File: src/slrac_pkg.sv
// package: shared types, constants and operation codes for the sparse layer core
package slrac_pkg;

    localparam int MAX_NEURONS_DEF  = 1024;
    localparam int MAX_BATCH_DEF    = 16;
    localparam int MAX_NONZEROS_DEF = 32768;
    localparam int LAYERS_DEF       = 4;

    localparam int OP_W   = 3;
    localparam int LAY_W  = 2;
    localparam int ROW_W  = 4;
    localparam int NIDX_W = 11;
    localparam int POS_W  = 15;
    localparam int RS_W   = 16;
    localparam int COL_W  = 10;
    localparam int WT_W   = 16;
    localparam int FEAT_W = 16;
    localparam int VAL_W  = 16;
    localparam int CNT_W  = 11;
    localparam int ACC_W  = 48;
    localparam int CFG_IDX_W = 2;
    localparam int CFG_DAT_W = 16;
    localparam int IN_W   = 96;
    localparam int OUT_W  = 32;
    localparam int QDEPTH = 4;

    localparam logic [CNT_W-1:0] COUNT_MAX = 11'd1024;

    typedef enum logic [OP_W-1:0] {
        OP_ROW_START = 3'd0,
        OP_NONZERO   = 3'd1,
        OP_FEATURE   = 3'd2,
        OP_CLEAR     = 3'd3,
        OP_COMPUTE   = 3'd4
    } t_op;

    typedef enum logic [CFG_IDX_W-1:0] {
        CFG_LAYER  = 2'd0,
        CFG_BIAS   = 2'd1,
        CFG_NEURON = 2'd2,
        CFG_BATCH  = 2'd3
    } t_cfg_idx;

    // one decoded command handed from front to back
    typedef struct packed {
        logic [OP_W-1:0]   op;
        logic [LAY_W-1:0]  layer;
        logic [ROW_W-1:0]  batch_row;
        logic [NIDX_W-1:0] neuron_index;
        logic [POS_W-1:0]  position;
        logic [RS_W-1:0]   row_start;
        logic [COL_W-1:0]  column_index;
        logic [WT_W-1:0]   weight;
        logic [FEAT_W-1:0] feature;
    } t_cmd;

    typedef enum logic [2:0] {
        ST_IDLE,
        ST_RS0,
        ST_RS1,
        ST_WALK,
        ST_DRAIN,
        ST_BIAS,
        ST_OUT
    } t_state;

endpackage

File: src/slrac_front.sv
// front: accepts words, drops unknown-code and out-of-range items, queues commands
module slrac_front #(
    parameter int MAX_NEURONS  = slrac_pkg::MAX_NEURONS_DEF,
    parameter int MAX_BATCH    = slrac_pkg::MAX_BATCH_DEF,
    parameter int MAX_NONZEROS = slrac_pkg::MAX_NONZEROS_DEF,
    parameter int LAYERS       = slrac_pkg::LAYERS_DEF
) (
    input  logic                      i_clk,
    input  logic                      i_rst_n,
    input  logic                      i_valid,
    output logic                      o_ready,
    input  slrac_pkg::t_cmd           i_cmd,
    input  logic [slrac_pkg::NIDX_W-1:0] i_neuron_count,
    input  logic [4:0]                i_batch_rows,
    input  logic [slrac_pkg::LAY_W-1:0] i_layer_in_use,
    output logic                      o_valid,
    input  logic                      i_ready,
    output slrac_pkg::t_cmd           o_cmd
);
    localparam int QD = slrac_pkg::QDEPTH;
    localparam int QA = $clog2(QD);

    slrac_pkg::t_cmd r_q [QD];
    logic [QA-1:0] r_wp, r_rp;
    logic [QA:0]   r_cnt;
    logic keep, push, pop;
    slrac_pkg::t_cmd c;

    assign c = i_cmd;

    // loads and computes out of range and unknown codes are dropped here
    always_comb begin
        keep = 1'b0;
        case (c.op)
            slrac_pkg::OP_ROW_START:
                keep = (32'(c.layer) < LAYERS) && (32'(c.neuron_index) <= MAX_NEURONS);
            slrac_pkg::OP_NONZERO:
                keep = (32'(c.layer) < LAYERS) && (32'(c.position) < MAX_NONZEROS);
            slrac_pkg::OP_FEATURE:
                keep = (32'(c.batch_row) < MAX_BATCH) && (32'(c.neuron_index) < MAX_NEURONS);
            slrac_pkg::OP_CLEAR:
                keep = 1'b1;
            slrac_pkg::OP_COMPUTE:
                keep = ({1'b0, c.batch_row} < i_batch_rows)
                    && (32'(c.batch_row) < MAX_BATCH)
                    && (c.neuron_index < i_neuron_count)
                    && (32'(c.neuron_index) < MAX_NEURONS)
                    && (32'(i_layer_in_use) < LAYERS);
            default: keep = 1'b0;
        endcase
    end

    assign o_ready = (r_cnt != (QA+1)'(QD));
    assign push    = i_valid && o_ready && keep;
    assign o_valid = (r_cnt != '0);
    assign pop     = o_valid && i_ready;
    assign o_cmd   = r_q[r_rp];

    always_ff @(posedge i_clk) begin
        if (push) begin
            r_q[r_wp] <= c;
        end
        if (!i_rst_n) begin
            r_wp  <= '0;
            r_rp  <= '0;
            r_cnt <= '0;
        end else begin
            if (push) r_wp <= r_wp + 1'b1;
            if (pop)  r_rp <= r_rp + 1'b1;
            r_cnt <= r_cnt + (QA+1)'(push) - (QA+1)'(pop);
        end
    end

`ifndef SYNTHESIS
    a_no_overflow: assert property (@(posedge i_clk) disable iff (!i_rst_n)
        r_cnt == (QA+1)'(QD) |-> !push) else $error("queue overflow");
    a_no_underflow: assert property (@(posedge i_clk) disable iff (!i_rst_n)
        r_cnt == '0 |-> !pop) else $error("queue underflow");
    a_cnt_step: assert property (@(posedge i_clk) disable iff (!i_rst_n)
        push && !pop |=> r_cnt == $past(r_cnt) + 1'b1) else $error("count slip");
`endif
endmodule

File: config.mk
export PLATFORM = sky130hd
export DESIGN_NAME = slrac_front
export DESIGN_NICKNAME = d
export VERILOG_FILES = /design/src/slrac_pkg.sv /design/src/slrac_front.sv
export SDC_FILE = /design/constraint.sdc
export NUM_CORES = 1
export LEC_CHECK = 0
export BUFFER_PORTS_ARGS = -buffer_cell sky130_fd_sc_hd__buf_2
export CAP_MARGIN = 20
export CELL_PAD_IN_SITES_DETAIL_PLACEMENT = 1
export CELL_PAD_IN_SITES_GLOBAL_PLACEMENT = 2
export CORE_MARGIN = 10
export CORE_UTILIZATION = 35
export CTS_CLUSTER_SIZE = 25
export DETAILED_ROUTE_END_ITERATION = 8
export PLACE_DENSITY = 0.69
export SLEW_MARGIN = 20
export SYNTH_ARGS = -nofsm -noshare
export SYNTH_HDL_FRONTEND = slang
export SYNTH_SLANG_ARGS = --single-unit
File: constraint.sdc
create_clock -name i_clk -period 11.9 [get_ports i_clk]
set_input_delay 1.785 -clock i_clk [delete_from_list [all_inputs] [get_ports i_clk]]
set_output_delay 1.785 -clock i_clk [all_outputs]
set_load 0.005 [all_outputs]
==> metrics.md <==
| Metric | Value |
|---|---|
| Vias in the first global route | around 7600 |
| Setup crit end kind | register |
| Clk buf depth | 3 |
| Mapped Avg Cell Area | ~24 um^2 |
| TritonCTS clock tree | yes |
| CTS Root Cell | clkbuf_16 |
| Worst Hold Class | reg -> reg |
| Initial antenna violation count | 4 |
| Yosys Warn Count | 0 |
| Antenna viol nets, final | 0 |
| Max frequency | 0.2156 GHz |
| Layout cells sized above 1 | 0.4409 |
| # rows | 73 |
| Syn_nets | between 700 and 800 |
| Post-CTS Hold Fix Bufs | 0 |
| Unique cell type count in the Yosys netlist | 33 |
| Synth-to-Final Area Change | 21.03% |
| Worst-Margin Slew | ~1.1 ns |
| Design area | ~17000 um^2 |
| Worst Path Arrival | between 4 and 5 ns |
| Postcts setup bufs | 0 |
| Post-Place Cell Area | 15900 um^2 |
| Die Wd | 221.6 um |
| Worst reg2reg setup slack | roughly 8.7 ns |
| First-pass DRT Iterations | 4 |
| Fill cell count | about 3800 |
| Via count | 6616 |
| Core area | about 40000 um^2 |
| Avg WL per Cell | between 20 and 25 um |
| Peak supply drop | roughly 120 uV |
| Synth area leader | edfxtp_1 |
| Dpl hpwl | ~19000 um |
| Starting Density | 0.3557 |
| Gr usage total | 0.1259 |
| Hold violation count in the final report | 0 |
| Total CTS buffers | between 40 and 50 |
| Synthesized instance count | slightly below 600 |
| Setup crit start kind | primary input |
| I/O pins | between 200 and 250 |
| Worst relative slew slack | 0.2909 |
| Number of flops mapped to enable cells by yosys | around 370 |
| # Max-Cap Violations | 0 |
| Post-Route Skew | between 0.009 and 0.01 ns |
| Sink Count | ~380 |
| Htree depth | 2 |
| Crit path max fanout | 63 |
| Sequential share of the synthesized area | 0.7977 |
| Residual DRC count | 0 |
| Asr flop ratio synth | 0 |
| Clock slew at reported path FFs | around 0.060 ns |
| GR Overflow Total | 0 |
| Largest net degree at the start of global routing | 64 |
| Critical path class | in -> reg |
| Vias per inst | 4.791 |
| Initial DRC Count | about 380 |
| Pwr Total | about 3.4 mW |
| Pwr Density | a little under 200 nW/um^2 |
| Die area | a little under 50000 um^2 |
| First-pass GRT wire length | 47910 um |
| #FFs+latches synth | ~380 |
| Worst-Skew Late Latency | between 0.5 and 0.6 ns |
| Leading post-synthesis cells by cell area | edfxtp_1 79%, mux4_2 15%, ha_1 1.7%, dfxtp_1 1.3%, inv_1 0.50% |
| Commonest non-fill, non-tap cell in the layout | edfxtp_1 |
| Main synth FF type | edfxtp_1 |
| Setup Viol. Count Final | 0 |
| Buffers added on ports | about 210 |
| Final min period | 4.639 ns |
| Leak Pwr | between 5 and 6 nW |
| WP data required | 12.06 ns |
| Worst slack, placed | ~6.6 ns |
| Most frequent cells in the layout | 372 x edfxtp_1, 207 x buf_2, 93 x mux4_2, 45 x clkbuf_16 |
| Tcrit/Tclk final | 0.3898 |
| Top cell type's share of synthesized area | 0.7851 |
| PostCTS Resize Cnt | 0 |
| Outcome | finished clean |
| Total wire length | 30850 um |
| RSZ-0062 raised after global routing | false |
| Post-Syn Area | around 14000 um^2 |
| Die Y | approximately 220 um |
| RD Place Congestion | between 0.6 and 0.7 |
| Max Slew Vio Count | 0 |
| Nets@finish | 960 |
| Setup_tns | 0 ns |
| Post-route setup slack | 7.261 ns |
## per-layer routing
layer  wire (um)  share of wire  track usage  vias to the layer above
met4         513          0.017      0.03980                        4
met5          21        0.00068            0                        -
met1       12900           0.42       0.1530                     3461
met2       15770           0.51       0.2131                      160
li1            -              -            -                     2951
met3        1642          0.053      0.03480                       40
## cells by family after synthesis
| kind of cell | synth area share |
|---|---|
| DFF | 0.7977 |
| muxes | 0.1486 |
| buffers and inverters | 0.01187 |
| and+or+nand+nor | 0.01319 |
| adders and majority gates | 0.01811 |
| AOI/OAI and AO/OA | 0.008001 |
| xor gates and xnor gates | 0.002463 |
## worst max-delay path, cell delays in order
cell,delay [ns]
buf_2,0.15
ha_1,0.36
a211oi_2,0.20
nand3_1,0.11
a311oi_2,0.27
o221ai_2,0.15
o31ai_2,0.20
and2_4,0.61
buf_4,0.91
## stage by stage
stage / hold slack, ns / utilization / cells
final: 0.4985 / 0.4305 / 1381
after global routing: 0.5427 / 0.4305 / 1381
after CTS: 0.5082 / 0.4304 / 1380
after detailed placement: 0.5016 / 0.3974 / 1306
after global placement: 0.4878 / 0.3974 / 1306
after floorplan: 0.4709 / - / 588
## synthesized netlist by cell type, drive strengths merged (2+ instances only)
master,count
a311oi,2
ha,19
xnor2,2
nand2,9
a21oi,5
inv,20
nor4,2
buf,17
o21ai,2
a21o,2
dfxtp,9
xor2,2
nand2b,3
edfxtp,372
and2,11
clkbuf,4
mux2i,2
mux4,93
## registers in the layout (all words and copies together) (netlist names), named ones only
signal	count
r_q	372
r_rp	2
r_wp	2
r_cnt	3
## final cells by class
| cell class | count | area, um^2 | share of cell area |
|---|---|---|---|
| Inverter | 20 | 77.57 | 0.004505 |
| Sequential cell | 381 | 11360 | 0.6595 |
| Clock buffer | 52 | 1152 | 0.06691 |
| Antenna cell | 1 | 2.502 | 0.0001453 |
| Clock inverter | 22 | 166.4 | 0.009663 |
| Timing Repair Buffer | 214 | 1089 | 0.06321 |
| Tap cell | 525 | 656.9 | 0.03814 |
| Multi-Input combinational cell | 166 | 2719 | 0.1579 |
## path summary, 6_finish.rpt
path | depth (start not counted) | to | start
worst min-delay path | 2 | r_wp[1] | r_wp[1]
worst max register to register | 5 | r_q[0][65] | r_cnt[1]
worst min register to register | 2 | r_wp[1] | r_wp[1]
worst max-delay path | 9 | r_q[0][65] | i_cmd[83]
## where the power goes
| group | internal (mW) | switching (mW) | total (mW) | leakage, nW |
|---|---|---|---|---|
| Clock | 0.730 | 0.505 | 1.23 | 0.634 |
| Combinational | 0.302 | 0.267 | 0.570 | 1.73 |
| Sequential | 1.53 | 0.0396 | 1.57 | 3.44 |
| Total | 2.56 | 0.812 | 3.37 | 5.81 |
Power figures use the tool's default switching activity.
